==> src/sv/wfhs_pkg.sv <==
// Shared types and constants for the waypoint frame/heading/speed block.
// No dependencies.
package wfhs_pkg;

  localparam int unsigned CordicStepsDef = 16;
  localparam int unsigned CfgIdxW = 3;
  localparam int unsigned CfgDataW = 48;

  localparam logic [CfgIdxW-1:0] RegRotXx = 3'd0;
  localparam logic [CfgIdxW-1:0] RegRotXy = 3'd1;
  localparam logic [CfgIdxW-1:0] RegRotYx = 3'd2;
  localparam logic [CfgIdxW-1:0] RegRotYy = 3'd3;
  localparam logic [CfgIdxW-1:0] RegShiftX = 3'd4;
  localparam logic [CfgIdxW-1:0] RegShiftY = 3'd5;

  localparam logic signed [31:0] RotOne = 32'sd1073741824;
  localparam logic signed [63:0] HalfPiQ28 = 64'sd421657428;
  localparam logic signed [63:0] GainInvQ30 = 64'sd652032874;
  localparam logic signed [63:0] PosMax = 64'sd140737488355327;
  localparam logic signed [63:0] PosMin = -64'sd140737488355328;
  localparam logic signed [17:0] YawHi = 18'sd25735;
  localparam logic signed [17:0] YawLo = -18'sd25736;
  localparam logic signed [17:0] TwoPiQ13 = 18'sd51472;

  typedef struct packed {
    logic signed [47:0] ego_x;
    logic signed [47:0] ego_y;
    logic signed [23:0] dir_cos;
    logic signed [23:0] dir_sin;
    logic               start_flag;
  } in_item_t;

  typedef struct packed {
    logic signed [47:0] map_x;
    logic signed [47:0] map_y;
    logic signed [15:0] yaw_angle;
    logic signed [15:0] quat_z;
    logic signed [15:0] quat_w;
    logic        [47:0] speed;
  } out_item_t;

  typedef struct packed {
    logic signed [47:0] map_x;
    logic signed [47:0] map_y;
    logic signed [63:0] vx;
    logic signed [63:0] vy;
    logic               start_flag;
  } job_t;

  typedef enum logic [2:0] {
    StIdle, StVec, StRot, StSum, StSqrt, StOut
  } back_state_e;

  function automatic logic signed [63:0] atan_step(input logic [5:0] i);
    logic signed [63:0] r;
    case (i)
      6'd0: r = 64'sd210828714;
      6'd1: r = 64'sd124459457;
      6'd2: r = 64'sd65760959;
      6'd3: r = 64'sd33381290;
      6'd4: r = 64'sd16755422;
      6'd5: r = 64'sd8385879;
      6'd6: r = 64'sd4193963;
      6'd7: r = 64'sd2097109;
      6'd8: r = 64'sd1048571;
      6'd9: r = 64'sd524287;
      default: r = (i <= 6'd28) ? (64'sd1 <<< (6'd28 - i)) : 64'sd0;
    endcase
    return r;
  endfunction

  function automatic logic signed [15:0] to_q14(input logic signed [63:0] v);
    logic signed [63:0] r;
    r = (v + 64'sd32768) >>> 16;
    if (r > 64'sd16384) r = 64'sd16384;
    if (r < -64'sd16384) r = -64'sd16384;
    return r[15:0];
  endfunction

endpackage

==> src/sv/wfhs_stream_if.sv <==
// Valid/ready channel carrying one payload item.
// Depends on nothing; payload type is a parameter.
interface wfhs_stream_if #(parameter type T = logic) ();
  logic valid;
  logic ready;
  T     data;
  modport source (output valid, output data, input ready);
  modport sink (input valid, input data, output ready);
endinterface

==> src/sv/waypoint_frame_heading_speed.sv <==
// Top level: config registers, front end, queue, back end.
// Uses wfhs_pkg, wfhs_stream_if, wfhs_front, wfhs_queue, wfhs_back.
//
//  channel  | dir | payload
//  in_if    | in  | ego_x, ego_y, dir_cos, dir_sin, start_flag
//  out_if   | out | map_x, map_y, yaw_angle, quat_z, quat_w, speed
//  cfg      | in  | cfg_we_i, cfg_idx_i, cfg_data_i
//
// In the back end an item passes through these steps: taking the job, the two CORDIC
// passes, building the sum of squares, finding the root one bit at a time, and
// loading the output register. The front end maps positions in its partial-product and
// job register stages and the queue holds two more items. Reset is asynchronous, active low.
// Output is a register and stalls independently of input.
module waypoint_frame_heading_speed #(
  parameter int unsigned CordicSteps = wfhs_pkg::CordicStepsDef
) (
  input  logic                          clk_i,
  input  logic                          rst_ni,
  input  logic                          cfg_we_i,
  input  logic [wfhs_pkg::CfgIdxW-1:0]  cfg_idx_i,
  input  logic [wfhs_pkg::CfgDataW-1:0] cfg_data_i,
  wfhs_stream_if.sink                   in_if,
  wfhs_stream_if.source                 out_if
);
  logic signed [31:0] rxx_q, rxy_q, ryx_q, ryy_q;
  logic signed [47:0] shx_q, shy_q;

  always_ff @(posedge clk_i or negedge rst_ni) begin
    if (!rst_ni) begin
      rxx_q <= wfhs_pkg::RotOne;
      rxy_q <= '0;
      ryx_q <= '0;
      ryy_q <= wfhs_pkg::RotOne;
      shx_q <= '0;
      shy_q <= '0;
    end else if (cfg_we_i) begin
      case (cfg_idx_i)
        wfhs_pkg::RegRotXx:  rxx_q <= cfg_data_i[31:0];
        wfhs_pkg::RegRotXy:  rxy_q <= cfg_data_i[31:0];
        wfhs_pkg::RegRotYx:  ryx_q <= cfg_data_i[31:0];
        wfhs_pkg::RegRotYy:  ryy_q <= cfg_data_i[31:0];
        wfhs_pkg::RegShiftX: shx_q <= cfg_data_i;
        wfhs_pkg::RegShiftY: shy_q <= cfg_data_i;
        default: ;
      endcase
    end
  end

  logic jv, jr, qv, qr;
  wfhs_pkg::job_t jd, qd;

  wfhs_front u_front (
    .clk_i, .rst_ni,
    .rot_xx_i(rxx_q), .rot_xy_i(rxy_q), .rot_yx_i(ryx_q), .rot_yy_i(ryy_q),
    .shift_x_i(shx_q), .shift_y_i(shy_q),
    .in_valid_i(in_if.valid), .in_ready_o(in_if.ready), .in_data_i(in_if.data),
    .job_valid_o(jv), .job_ready_i(jr), .job_o(jd)
  );

  wfhs_queue u_queue (
    .clk_i, .rst_ni,
    .wr_valid_i(jv), .wr_ready_o(jr), .wr_data_i(jd),
    .rd_valid_o(qv), .rd_ready_i(qr), .rd_data_o(qd)
  );

  wfhs_back #(.CordicSteps(CordicSteps)) u_back (
    .clk_i, .rst_ni,
    .job_valid_i(qv), .job_ready_o(qr), .job_i(qd),
    .out_valid_o(out_if.valid), .out_ready_i(out_if.ready), .out_o(out_if.data)
  );
endmodule

==> src/sv/wfhs_front.sv <==
// Front end: maps the waypoint to the map frame and rotates the heading vector.
// Uses wfhs_pkg; two register stages, multiplies split over 24-bit halves.
module wfhs_front (
  input  logic                              clk_i,
  input  logic                              rst_ni,
  input  logic signed [31:0]                rot_xx_i,
  input  logic signed [31:0]                rot_xy_i,
  input  logic signed [31:0]                rot_yx_i,
  input  logic signed [31:0]                rot_yy_i,
  input  logic signed [47:0]                shift_x_i,
  input  logic signed [47:0]                shift_y_i,
  input  logic                              in_valid_i,
  output logic                              in_ready_o,
  input  wfhs_pkg::in_item_t                in_data_i,
  output logic                              job_valid_o,
  input  logic                              job_ready_i,
  output wfhs_pkg::job_t                    job_o
);
  // stage 1: partial products
  logic s1_q;
  logic signed [63:0] ax_q, bx_q, ay_q, by_q, vx_q, vy_q;
  logic signed [47:0] shx_q, shy_q;
  logic st1_q;
  logic s2_q;
  wfhs_pkg::job_t job_q;
  logic adv2, adv1;

  logic signed [23:0] hx, hy;
  logic signed [24:0] lx, ly;
  assign hx = in_data_i.ego_x[47:24];
  assign hy = in_data_i.ego_y[47:24];
  assign lx = {1'b0, in_data_i.ego_x[23:0]};
  assign ly = {1'b0, in_data_i.ego_y[23:0]};

  assign adv2 = s1_q && (!s2_q || job_ready_i);
  assign adv1 = !s1_q || adv2;
  assign in_ready_o = adv1;

  always_ff @(posedge clk_i) begin
    if (in_valid_i && adv1) begin
      ax_q <= 64'(rot_xx_i * hx) + 64'(rot_xy_i * hy);
      ay_q <= 64'(rot_yx_i * hx) + 64'(rot_yy_i * hy);
      bx_q <= 64'(rot_xx_i * lx) + 64'(rot_xy_i * ly) + (64'sd1 <<< 29);
      by_q <= 64'(rot_yx_i * lx) + 64'(rot_yy_i * ly) + (64'sd1 <<< 29);
      vx_q <= 64'(rot_xx_i * in_data_i.dir_cos) + 64'(rot_xy_i * in_data_i.dir_sin);
      vy_q <= 64'(rot_yx_i * in_data_i.dir_cos) + 64'(rot_yy_i * in_data_i.dir_sin);
      shx_q <= shift_x_i;
      shy_q <= shift_y_i;
      st1_q <= in_data_i.start_flag;
    end
  end

  function automatic logic signed [47:0] fin(input logic signed [63:0] a,
                                            input logic signed [63:0] b,
                                            input logic signed [47:0] sh);
    logic signed [63:0] c, m;
    c = (a + (b >>> 24)) >>> 6;
    m = c + 64'(sh);
    if (m > wfhs_pkg::PosMax) m = wfhs_pkg::PosMax;
    if (m < wfhs_pkg::PosMin) m = wfhs_pkg::PosMin;
    return m[47:0];
  endfunction

  always_ff @(posedge clk_i) begin
    if (adv2) begin
      job_q.map_x <= fin(ax_q, bx_q, shx_q);
      job_q.map_y <= fin(ay_q, by_q, shy_q);
      job_q.vx <= vx_q;
      job_q.vy <= vy_q;
      job_q.start_flag <= st1_q;
    end
  end

  always_ff @(posedge clk_i or negedge rst_ni) begin
    if (!rst_ni) begin
      s1_q <= 1'b0;
      s2_q <= 1'b0;
    end else begin
      if (adv1) s1_q <= in_valid_i;
      if (adv2) s2_q <= 1'b1;
      else if (job_ready_i) s2_q <= 1'b0;
    end
  end

  assign job_valid_o = s2_q;
  assign job_o = job_q;
endmodule

==> src/sv/wfhs_queue.sv <==
// Two-entry queue between front and back ends.
// Uses wfhs_pkg job type.
module wfhs_queue (
  input  logic           clk_i,
  input  logic           rst_ni,
  input  logic           wr_valid_i,
  output logic           wr_ready_o,
  input  wfhs_pkg::job_t wr_data_i,
  output logic           rd_valid_o,
  input  logic           rd_ready_i,
  output wfhs_pkg::job_t rd_data_o
);
  wfhs_pkg::job_t mem_q [2];
  logic wp_q, rp_q;
  logic [1:0] cnt_q;
  logic wr, rd;
  assign wr_ready_o = cnt_q != 2'd2;
  assign rd_valid_o = cnt_q != 2'd0;
  assign wr = wr_valid_i && wr_ready_o;
  assign rd = rd_valid_o && rd_ready_i;
  assign rd_data_o = mem_q[rp_q];

  always_ff @(posedge clk_i) begin
    if (wr) mem_q[wp_q] <= wr_data_i;
  end

  always_ff @(posedge clk_i or negedge rst_ni) begin
    if (!rst_ni) begin
      wp_q <= 1'b0;
      rp_q <= 1'b0;
      cnt_q <= 2'd0;
    end else begin
      if (wr) wp_q <= ~wp_q;
      if (rd) rp_q <= ~rp_q;
      cnt_q <= cnt_q + {1'b0, wr} - {1'b0, rd};
    end
  end
endmodule

==> src/sv/wfhs_back.sv <==
// Back end: CORDIC heading, CORDIC half-angle quaternion, bitwise square root.
// Uses wfhs_pkg; one shared CORDIC stepper and one 27x27 multiplier for all squares.
module wfhs_back #(
  parameter int unsigned CordicSteps = wfhs_pkg::CordicStepsDef
) (
  input  logic                 clk_i,
  input  logic                 rst_ni,
  input  logic                 job_valid_i,
  output logic                 job_ready_o,
  input  wfhs_pkg::job_t       job_i,
  output logic                 out_valid_o,
  input  logic                 out_ready_i,
  output wfhs_pkg::out_item_t  out_o
);
  localparam int unsigned StepW = $clog2(CordicSteps + 1);

  wfhs_pkg::back_state_e st_q, st_d;
  logic signed [63:0] x_q, y_q, z_q;
  logic [5:0] i_q;
  logic [StepW-1:0] n_q;
  logic signed [47:0] mx_q, my_q, px_q, py_q;
  logic [51:0] adx_q, ady_q;
  logic [103:0] tot_q;
  logic [53:0] root_q;
  logic [1:0] ph_q;
  logic sel_q;
  logic [107:0] acc_q;
  logic signed [15:0] yaw_q;
  wfhs_pkg::out_item_t res_q;
  logic out_v_q;

  logic signed [63:0] dx, dy, at;
  logic [53:0] cand;
  logic [53:0] sq;
  logic [26:0] pa, pb;
  logic [107:0] pp;
  logic last;

  assign at = wfhs_pkg::atan_step(i_q);
  assign dx = y_q >>> i_q;
  assign dy = x_q >>> i_q;
  assign last = n_q == StepW'(CordicSteps - 1);

  // square in three 27x27 parts: distance terms first, then root candidates
  assign cand = root_q | (54'd1 << i_q);
  assign sq = (st_q == wfhs_pkg::StSum) ? (sel_q ? {2'b0, ady_q} : {2'b0, adx_q}) : cand;
  always_comb begin
    case (ph_q)
      2'd0: begin pa = sq[26:0];  pb = sq[26:0];  end
      2'd1: begin pa = sq[26:0];  pb = sq[53:27]; end
      2'd2: begin pa = sq[53:27]; pb = sq[53:27]; end
      default: begin pa = '0; pb = '0; end
    endcase
    pp = {54'd0, 54'(pa) * 54'(pb)};
  end

  always_comb begin
    st_d = st_q;
    case (st_q)
      wfhs_pkg::StIdle: if (job_valid_i) st_d = wfhs_pkg::StVec;
      wfhs_pkg::StVec:  if (last) st_d = wfhs_pkg::StRot;
      wfhs_pkg::StRot:  if (last) st_d = wfhs_pkg::StSum;
      wfhs_pkg::StSum:  if (ph_q == 2'd3 && sel_q) st_d = wfhs_pkg::StSqrt;
      wfhs_pkg::StSqrt: if (ph_q == 2'd3 && i_q == 6'd0) st_d = wfhs_pkg::StOut;
      wfhs_pkg::StOut:  if (!out_v_q || out_ready_i) st_d = wfhs_pkg::StIdle;
      default: st_d = wfhs_pkg::StIdle;
    endcase
  end

  always_comb begin
    job_ready_o = st_q == wfhs_pkg::StIdle;
  end

  always_ff @(posedge clk_i or negedge rst_ni) begin
    if (!rst_ni) begin
      px_q <= '0;
      py_q <= '0;
    end else begin
      case (st_q)
        wfhs_pkg::StIdle: begin
          mx_q <= job_i.map_x;
          my_q <= job_i.map_y;
          i_q <= '0;
          n_q <= '0;
          if (job_valid_i && job_i.start_flag) begin
            px_q <= '0;
            py_q <= '0;
          end
          // quadrant pre-rotation
          if (job_i.vx < 0 && job_i.vy >= 0) begin
            x_q <= job_i.vy; y_q <= -job_i.vx; z_q <= wfhs_pkg::HalfPiQ28;
          end else if (job_i.vx < 0) begin
            x_q <= -job_i.vy; y_q <= job_i.vx; z_q <= -wfhs_pkg::HalfPiQ28;
          end else begin
            x_q <= job_i.vx; y_q <= job_i.vy; z_q <= '0;
          end
          yaw_q <= (job_i.vx == 0 && job_i.vy == 0) ? 16'sd0 : 16'sd1;
        end
        wfhs_pkg::StVec: begin
          if (last) begin
            // zero vector marked by yaw_q==0 gives heading zero
            logic signed [63:0] zf;
            logic signed [17:0] yy;
            zf = ((y_q >= 0) ? z_q + at : z_q - at) + 64'sd16384;
            zf = zf >>> 15;
            yy = zf[17:0];
            if (yy > wfhs_pkg::YawHi) yy = yy - wfhs_pkg::TwoPiQ13;
            if (yy < wfhs_pkg::YawLo) yy = yy + wfhs_pkg::TwoPiQ13;
            if (yaw_q == 16'sd0) yy = '0;
            yaw_q <= yy[15:0];
            z_q <= 64'(yy) * 64'sd16384;
            x_q <= wfhs_pkg::GainInvQ30;
            y_q <= '0;
            i_q <= '0;
            n_q <= '0;
          end else begin
            if (y_q >= 0) begin
              x_q <= x_q + dx; y_q <= y_q - dy; z_q <= z_q + at;
            end else begin
              x_q <= x_q - dx; y_q <= y_q + dy; z_q <= z_q - at;
            end
            i_q <= i_q + 6'd1;
            n_q <= n_q + StepW'(1);
          end
        end
        wfhs_pkg::StRot: begin
          if (z_q >= 0) begin
            x_q <= x_q - dx; y_q <= y_q + dy;
          end else begin
            x_q <= x_q + dx; y_q <= y_q - dy;
          end
          if (last) begin
            logic signed [53:0] ex, ey;
            ex = (54'(mx_q) - 54'(px_q)) * 54'sd10;
            ey = (54'(my_q) - 54'(py_q)) * 54'sd10;
            adx_q <= ex[53] ? 52'(-ex) : ex[51:0];
            ady_q <= ey[53] ? 52'(-ey) : ey[51:0];
            i_q <= 6'd53;
            ph_q <= 2'd0;
            sel_q <= 1'b0;
            root_q <= '0;
            acc_q <= '0;
            tot_q <= '0;
            px_q <= mx_q;
            py_q <= my_q;
          end else begin
            z_q <= (z_q >= 0) ? z_q - at : z_q + at;
            i_q <= i_q + 6'd1;
            n_q <= n_q + StepW'(1);
          end
        end
        wfhs_pkg::StSum: begin
          // x term, then y term, each as three partial products and then an add into the total
          case (ph_q)
            2'd0: begin acc_q <= pp; ph_q <= 2'd1; end
            2'd1: begin acc_q <= acc_q + (pp << 28); ph_q <= 2'd2; end
            2'd2: begin acc_q <= acc_q + (pp << 54); ph_q <= 2'd3; end
            default: begin
              tot_q <= tot_q + acc_q[103:0];
              acc_q <= '0;
              ph_q <= 2'd0;
              sel_q <= 1'b1;
            end
          endcase
        end
        wfhs_pkg::StSqrt: begin
          case (ph_q)
            2'd0: begin acc_q <= pp; ph_q <= 2'd1; end
            2'd1: begin acc_q <= acc_q + (pp << 28); ph_q <= 2'd2; end
            2'd2: begin acc_q <= acc_q + (pp << 54); ph_q <= 2'd3; end
            default: begin
              if (acc_q <= 108'(tot_q)) root_q <= cand;
              acc_q <= '0;
              ph_q <= 2'd0;
              if (i_q != 6'd0) i_q <= i_q - 6'd1;
            end
          endcase
        end
        default: begin
        end
      endcase
    end
  end

  always_ff @(posedge clk_i) begin
    if (st_q == wfhs_pkg::StOut && (!out_v_q || out_ready_i)) begin
      res_q.map_x <= mx_q;
      res_q.map_y <= my_q;
      res_q.yaw_angle <= yaw_q;
      res_q.quat_z <= wfhs_pkg::to_q14(y_q);
      res_q.quat_w <= wfhs_pkg::to_q14(x_q);
      res_q.speed <= (root_q[53:48] != '0) ? '1 : root_q[47:0];
    end
  end

  always_ff @(posedge clk_i or negedge rst_ni) begin
    if (!rst_ni) begin
      st_q <= wfhs_pkg::StIdle;
      out_v_q <= 1'b0;
    end else begin
      st_q <= st_d;
      if (st_q == wfhs_pkg::StOut && (!out_v_q || out_ready_i)) out_v_q <= 1'b1;
      else if (out_ready_i) out_v_q <= 1'b0;
    end
  end

  assign out_valid_o = out_v_q;
  assign out_o = res_q;
endmodule
==> src/flat_wrapper.sv <==
// flat-port wrapper written by rule: the top's interface ports become plain ports
module waypoint_frame_heading_speed_flat 
#(
  parameter int unsigned CordicSteps = wfhs_pkg::CordicStepsDef
)
  (clk_i, rst_ni, cfg_we_i, cfg_idx_i, cfg_data_i, in_if_valid, in_if_data, in_if_ready, out_if_valid, out_if_data, out_if_ready);
  wfhs_stream_if in_if_i ();
  wfhs_stream_if out_if_i ();
  input  logic clk_i;
  input  logic rst_ni;
  input  logic cfg_we_i;
  input  logic [wfhs_pkg::CfgIdxW-1:0] cfg_idx_i;
  input  logic [wfhs_pkg::CfgDataW-1:0] cfg_data_i;
  input wire logic [$bits(in_if_i.valid)-1:0] in_if_valid;
  input wire logic [$bits(in_if_i.data)-1:0] in_if_data;
  output wire logic [$bits(in_if_i.ready)-1:0] in_if_ready;
  output wire logic [$bits(out_if_i.valid)-1:0] out_if_valid;
  output wire logic [$bits(out_if_i.data)-1:0] out_if_data;
  input wire logic [$bits(out_if_i.ready)-1:0] out_if_ready;
  assign in_if_i.valid = in_if_valid;
  assign in_if_i.data = in_if_data;
  assign in_if_ready = in_if_i.ready;
  assign out_if_valid = out_if_i.valid;
  assign out_if_data = out_if_i.data;
  assign out_if_i.ready = out_if_ready;
  waypoint_frame_heading_speed #(.CordicSteps(CordicSteps)) u_core (.clk_i(clk_i), .rst_ni(rst_ni), .cfg_we_i(cfg_we_i), .cfg_idx_i(cfg_idx_i), .cfg_data_i(cfg_data_i), .in_if(in_if_i), .out_if(out_if_i));
endmodule
==> config.mk <==
export PLATFORM = sky130hd
export DESIGN_NAME = waypoint_frame_heading_speed_flat
export DESIGN_NICKNAME = d
export VERILOG_FILES = /design/src/sv/wfhs_pkg.sv /design/src/sv/wfhs_stream_if.sv /design/src/sv/waypoint_frame_heading_speed.sv /design/src/sv/wfhs_front.sv /design/src/sv/wfhs_queue.sv /design/src/sv/wfhs_back.sv /design/src/flat_wrapper.sv
export SDC_FILE = /design/constraint.sdc
export NUM_CORES = 2
export LEC_CHECK = 0
export BUFFER_PORTS_ARGS = -buffer_cell sky130_fd_sc_hd__buf_2
export CORE_MARGIN = 2
export CORE_UTILIZATION = 25
export CTS_BUF_LIST = sky130_fd_sc_hd__clkbuf_2 sky130_fd_sc_hd__clkbuf_4 sky130_fd_sc_hd__clkbuf_8
export CTS_CLUSTER_SIZE = 8
export DETAILED_ROUTE_END_ITERATION = 10
export PLACE_DENSITY = 0.43
export SLEW_MARGIN = 40
export SYNTH_ARGS = -nofsm -noshare
export SYNTH_HDL_FRONTEND = slang
export SYNTH_SLANG_ARGS = --single-unit
==> constraint.sdc <==
create_clock -name clk_i -period 15.8 [get_ports clk_i]
set_clock_uncertainty 0.1 [all_clocks]
set_input_delay 0.79 -clock clk_i [delete_from_list [all_inputs] [get_ports clk_i]]
set_output_delay 0.79 -clock clk_i [all_outputs]
set_load 0.05 [all_outputs]
; Word-level counts from Yosys, hierarchy flattened
; Memories as Yosys holds them, arrays and structs flattened.
; Cells that the tools add are included.
[word_totals]
in_bits = 57
ramBits = 194
register_bits = 877
elab_cells = 175
out_inout_bits = 3
mem_count = 1
[memory_table]
columns = name, words, width, read_ports, rd_clocked_by_memory_dff, write_ports, line
row1 = u_core.u_queue.mem_q, 2, 97, 1, 0, 1, wfhs_queue.sv:13  ; wfhs_pkg::job_t mem_q [2];
[classes]
bitwise = 3
n_reduce_logical = 43
magnitude_cmp = 5
shift = 1
mux = 52
n_mul = 3
n_eq_ne = 24
addsub = 12
[ops]
columns = op, n
row1 = $pmux W108 S3, 1
row2 = $mux W64, 4
row3 = $mux W54, 4
row4 = $pmux W108 S2, 1
row5 = $mux W104, 2
row6 = $pmux W104 S2, 1
row7 = $pmux W48 S2, 2
row8 = $mux W52, 3
row9 = $mux W48, 3
row10 = $lt A64 B48 Y1 const B, 2
row11 = $add A108 B108 Y108, 1
row12 = $add A108 B82 Y108, 1
row13 = $le A108 B104 Y1, 1
row14 = $mux W108, 1
row15 = $pmux W27 S2, 2
row16 = $pmux W54 S2, 1
row17 = $mul A49 B4 Y53 const B, 2
row18 = $add A104 B104 Y104, 1
row19 = $neg A52 Y52, 2
row20 = $sub A48 B48 Y49, 2
row21 = $gt A48 B48 Y1 const B, 2
row22 = $mul A27 B27 Y54, 1
row23 = $or A54 B54 Y54, 1
row24 = $shl A1 B6 Y54 const A, 1
row25 = 42 further kinds, 101

; Depth between registers and ports, before layout
[logic_depth]
word_depth = 8
depth_mapped = 52
depth_no_buf = 48

; Cells and area by module
; A second synthesis with hierarchy kept.
[hier_totals]
hier_cells = 53676
area_unflattened_um2 = 504581.4
[by_module_without_submodules]
columns = module, cells_each, area_per_inst_um2, seq_area_each_um2, instances
row1 = wfhs_front, 37421, 354522.5, 18397.6, 1
row2 = wfhs_back, 15059, 124564.5, 28867.7, 1
row3 = wfhs_queue, 717, 17000.1, 13613.1, 1
row4 = waypoint_frame_heading_speed, 479, 8494.4, 5607.9, 1

; Least setup slack after synthesis
; No wires, ideal clock.
[synth_path]
kind = register -> register
startpoint = register u_core.u_back.st_q[1]
endpoint = register u_core.u_back.acc_q[104] (data pin)
setup_slack_ns = 3.986
path_stages_with_launch = 46
n_path_buf = 7
t_arrival_ns = 11.443
period_less_slack_ns = 11.814
required_time_ns = 15.429
setup_ns = 0.271
path_cell_list = dfrtp_1 > nor2b_1 > nand2_1 > clkbuf_1 > buf_1 > clkbuf_1 > clkbuf_1 > a21oi_1 > a22oi_1 > clkbuf_1 > buf_1 > nor2_1 > fa_1 > inv_1 > fa_1 > inv_1 > fa_1 > inv_1 > (+10 left out) > nor2_1 > o41a_1 > o311a_1 > nor3_1 > xor2_1 > ha_1 > clkbuf_1 > and4_1 > nand3_1 > nor4_1 > o21ai_0 > a21oi_1 > o21ai_0 > o41a_1 > nor3_1 > nand3_1 > xor2_1 > o211ai_1
[synth_between]
elab_chain_cells = 7
word_cells_on_any_way = 12
cone_classes = add/sub (2) / mul (1) / eq/ne (3) / mux (5) / reduce/logical (1)
[synth_lines]
columns = item, line
row1 = "start, declared", wfhs_back.sv:17  ; wfhs_pkg::back_state_e st_q, st_d;
row2 = "start signal, assigned", wfhs_back.sv:198  ; st_q <= wfhs_pkg::StIdle;
row3 = "start signal, assigned", wfhs_back.sv:201  ; st_q <= st_d;
row4 = $eq A3 B2 Y1, "wfhs_back.sv:46, wfhs_back.sv:79"
row5 = $mux W54, wfhs_back.sv:46  ; assign sq = (st_q == wfhs_pkg::StSum) ? (sel_q ? {2'b0, ady_q} : {2'b0, adx_q}) : cand;
row6 = $pmux W27 S2, wfhs_back.sv:48  ; case (ph_q)
row7 = $mul A27 B27 Y54, wfhs_back.sv:54  ; pp = {54'd0, 54'(pa) * 54'(pb)};
row8 = $add A108 B108 Y108 / $add A108 B82 Y108 (equally long branches), -
row9 = $pmux W108 S3, "wfhs_back.sv:154, wfhs_back.sv:167"
row10 = $pmux W108 S2 (*), wfhs_back.sv:79  ; case (st_q)
row11 = "end signal, assigned", wfhs_back.sv:155  ; 2'd0: begin acc_q <= pp; ph_q <= 2'd1; end
row12 = "end signal, assigned", wfhs_back.sv:157  ; 2'd2: begin acc_q <= acc_q + (pp << 54); ph_q <= 2'd3; end
row13 = "end signal, assigned", wfhs_back.sv:170  ; 2'd2: begin acc_q <= acc_q + (pp << 54); ph_q <= 2'd3; end
row14 = "end, declared", wfhs_back.sv:27  ; logic [107:0] acc_q;
; Mark *: on every way between the ends. The rest lies on a longest branch, timed or not.
; A chain may end at the register's enable or synchronous reset.

; Worst setup path after layout
[layout_path]
startpoint = register u_core.u_back.st_q[2]
endpoint = register u_core.u_back.acc_q[104] (data pin)
; The elaborated chain is that of the path after synthesis.

==> run_results.csv <==
group,metric,value,unit
setup_path,worst_ep_required_time,16.39,ns
detailed_routing,drt-total-wl,299000,um
final_layout,drive_gt1_frac,0.0905,
grt,grt_usage,0.156,
setup_path,critical_path_arrival,14.81,ns
synth,syn-num-nets,11200,
setup_path,r2r_slack,1.58,ns
final_layout,layout.nets,11200,
placed_design,finalWeightedCongestion,0.906,
run_status,outcome,"finished, final reports clean",
synth,yosys_warnings,0,
final_layout,seq_area,0.0311,mm2
timing,tightestPinTransition,0.906,ns
final_layout,multiInputGateArea,0.0558,mm2
grt,grt_max_degree,106,
synth,synth_adder_area_share,0.247,
timing,setup-tns-final,0,ns
timing,post-route-period-util,0.900,
setup_path,rr_startpoint,"u_core.u_back.st_q[2]",
grt,grt_pass1_wl,452000,um
setup_path,critPathSlowestCell,"a22o_1",
synth,synth.cell_area,0.0929,mm2
timing,hold_violations,0,
setup_path,r2r-end,"u_core.u_back.acc_q[104]",
setup_path,start_kind,"register",
synth,synthSimpleGateAreaFrac,0.133,
placed_design,dpl.hpwl,235000,um
hold_path,hp-class,"input port to register",
clocking,cts.sinks,1069,
detailed_routing,wl_per_cell,20.2,um
clocking,cts_resized,0,
floorplan,die_area,0.377,mm2
clocking,cts.htree.levels,4,
timing,min_period,14.22,ns
floorplan,fp.dieW,614,um
setup_path,cp_max_fo,61,
clocking,clkTransAtPathRegs,0.06,ns
timing,max_freq,70.3,MHz
final_layout,layout-area-overhead-vs-synth,11.9,%
synth,synth_top_family_by_area,"adder cells",
detailed_routing,drtIter0Drc,5549,
setup_path,worstSetupPathType,"register to register",
timing,slew_headroom,0.388,
detailed_routing,drc,0,
synth,synth_compound_area_frac,0.142,
setup_path,cp-end-kind,"register",
synth,synthDistinctLibCells,103,
synth,syn_avg_cell_area,9.57,um2
synth,synth_common_cells,"1,220 x inv_1, 975 x nand2_1, 867 x edfxtp_1, 821 x ha_1, 815 x nor2_1",
floorplan,io-pin-count,60,
detailed_routing,antenna_left,0,
synth,synthCells,9713,
synth,muxShareOfSynthArea,0.0243,
detailed_routing,via_count,70600,
run,drv_cap,0,
synth,synth_top_cell_by_area,"edfxtp_1",
floorplan,num_rows,223,
synth,synth_most_common_cell,"inv_1",
setup_path,crit_start,"u_core.u_back.st_q[2]",
floorplan,die_h,614,um
synth,synth_area_leaders,"edfxtp_1 28%, fa_1 14%, ha_1 11%",
synth,ys_seq_area_frac,0.335,
synth,ys_seq_elements,1069,
synth,async_reset_ff_frac,0.189,
grt,antenna_found_initial,17,
setup_path,cpMostUsedCell,"fa_1",
floorplan,core-area,0.369,mm2
floorplan,initial_utilization,0.252,
clocking,cts_root_buf,"clkbuf_8",
clocking,cts_buffer_depth,4,
timing,setup_viol,0,
timing,grt_setup_unrepaired,"false",
setup_path,critical_path.endpoint,"u_core.u_back.acc_q[104]",
detailed_routing,routed_via_density,4.77,
setup_path,reg2regPathDepth,44,
synth,synth.top_cell.area_share,0.280,
detailed_routing,firstDrtPassIters,7,
grt,grt_pass1_vias,71500,
timing,slew_violations,0,
synth,synth-xor-area-share,0.0506,
setup_path,max_stage_delay,0.78,ns
grt,grt-ovfl-total,0,
clocking,cts_tree,"done",
clocking,cts_buffers,198,
final_layout,fillCellCount,39200,
synth,synth_ff_type,"edfxtp_1",
clocking,clk_latency,0.99,ns
synth,synth_enable_flop_cells,867,
placed_design,portBuffers,59,
==> critical path, delay by kind of cell, from the launching register on <==
| kind | cells | cell delay (ns) |
|---|---|---|
| and+or+nand+nor | 9 | 2.54 |
| adders and majority gates | 9 | 4.16 |
| buffers and inverters | 7 | 0.85 |
| xor gates and xnor gates | 2 | 0.70 |
| DFF | 1 | 0.72 |
| AOI/OAI and AO/OA | 17 | 4.78 |
==> repair_timing <==
| action | CTS | global route |
|---|---|---|
| hold buffers | 51 | 0 |
| buffers inserted | 0 | 0 |
| hold endpoints to repair | 132 | 0 |
==> flip-flops by register name (all words and copies together), names as in the netlist, 51 cells and up <==
name,count
u_core.u_queue.mem_q,194
u_core.u_front.job_o,97
u_core.u_back.adx_q,51
u_core.u_back.tot_q,104
u_core.u_back.acc_q,108
u_core.u_back.ady_q,51
u_core.u_back.root_q,54
==> placed cells by master (no fill, tap or decap), drive strengths merged, types with 51 or more instances in the layout <==
master | Yosys | routed
nand2b | 101 | 101
o21bai | 102 | 102
nor2 | 816 | 816
a22oi | 83 | 83
nand4 | 93 | 93
nand3 | 119 | 119
o31ai | 69 | 69
mux2 | 193 | 193
xnor2 | 376 | 376
o21a | 52 | 52
a21o | 241 | 241
dfrtp | 202 | 202
a31oi | 57 | 57
nor2b | 152 | 152
inv | 1220 | 1226
a21oi | 642 | 642
ha | 821 | 821
nor3 | 101 | 101
and3 | 52 | 52
and2 | 84 | 84
fa | 631 | 631
nand2 | 975 | 975
clkbuf | 451 | 303
o21ai | 383 | 383
xor2 | 160 | 160
buf | 29 | 218
dlygate4sd3 | 0 | 51
a211oi | 104 | 104
edfxtp | 867 | 867
nor4 | 65 | 65
==> area by class of cell <==
class | count | share of cell area
sequential | 1069 | 0.299
clock inverter | 54 | 0.00552
timing repair buffer | 269 | 0.0203
antenna | 3 | 0.0000722
inverter | 1220 | 0.0440
multi-input combinational | 6944 | 0.537
clock buffer | 303 | 0.0349
tap | 4950 | 0.0596
==> cell families after synthesis <==
kind of cell	after synthesis
simple gates	2704
buf+inv	1700
compound gates	2051
flops	1069
xor+xnor	536
mux	201
fa+ha+maj	1452
==> worst min path at each step <==
stage | startpoint | slack, ns | cells after the start | end
6_report | out_if_ready | 0.24 | 3 | u_core.u_back.out_valid_o
5_1_grt | out_if_ready | 0.20 | 3 | u_core.u_back.out_valid_o
4_1_cts | out_if_ready | 0.13 | 3 | u_core.u_back.out_valid_o
3_5_place_dp | u_core.u_front.shy_q[7] | 0.30 | 0 | u_core.u_front.job_o[136]
3_3_place_gp | u_core.u_front.shx_q[0] | 0.30 | 0 | u_core.u_front.job_o[177]
2_1_floorplan | u_core.u_front.st1_q | 0.30 | 0 | u_core.u_front.job_o[0]
==> metrics by stage <==
step	util	std cells	cell area (um2)	hold WS, ns	worst slack, ns
2_1_floorplan	-	9713	92900	0.300	3.99
3_3_place_gp	0.268	14400	99100	0.305	1.40
3_5_place_dp	0.269	14400	99200	0.305	1.63
4_1_cts	0.281	14800	104000	0.133	1.61
5_1_grt	0.282	14800	104000	0.198	0.718
6_report	0.282	14800	104000	0.243	1.58
==> layer usage <==
layer | global-route usage | routed length [um] | part of all wire | vias to the layer above
met1 | 0.220 | 140000 | 0.47 | 35200
met4 | 0.0433 | 8700 | 0.029 | 0
met5 | 0 | 0 | 0 | -
met3 | 0.0194 | 15000 | 0.050 | 376
li1 | - | - | - | 33200
met2 | 0.251 | 135000 | 0.45 | 1831
Power is not shown: default switching activity piles up to over one toggle a cycle in this logic, so the estimate is an artifact.
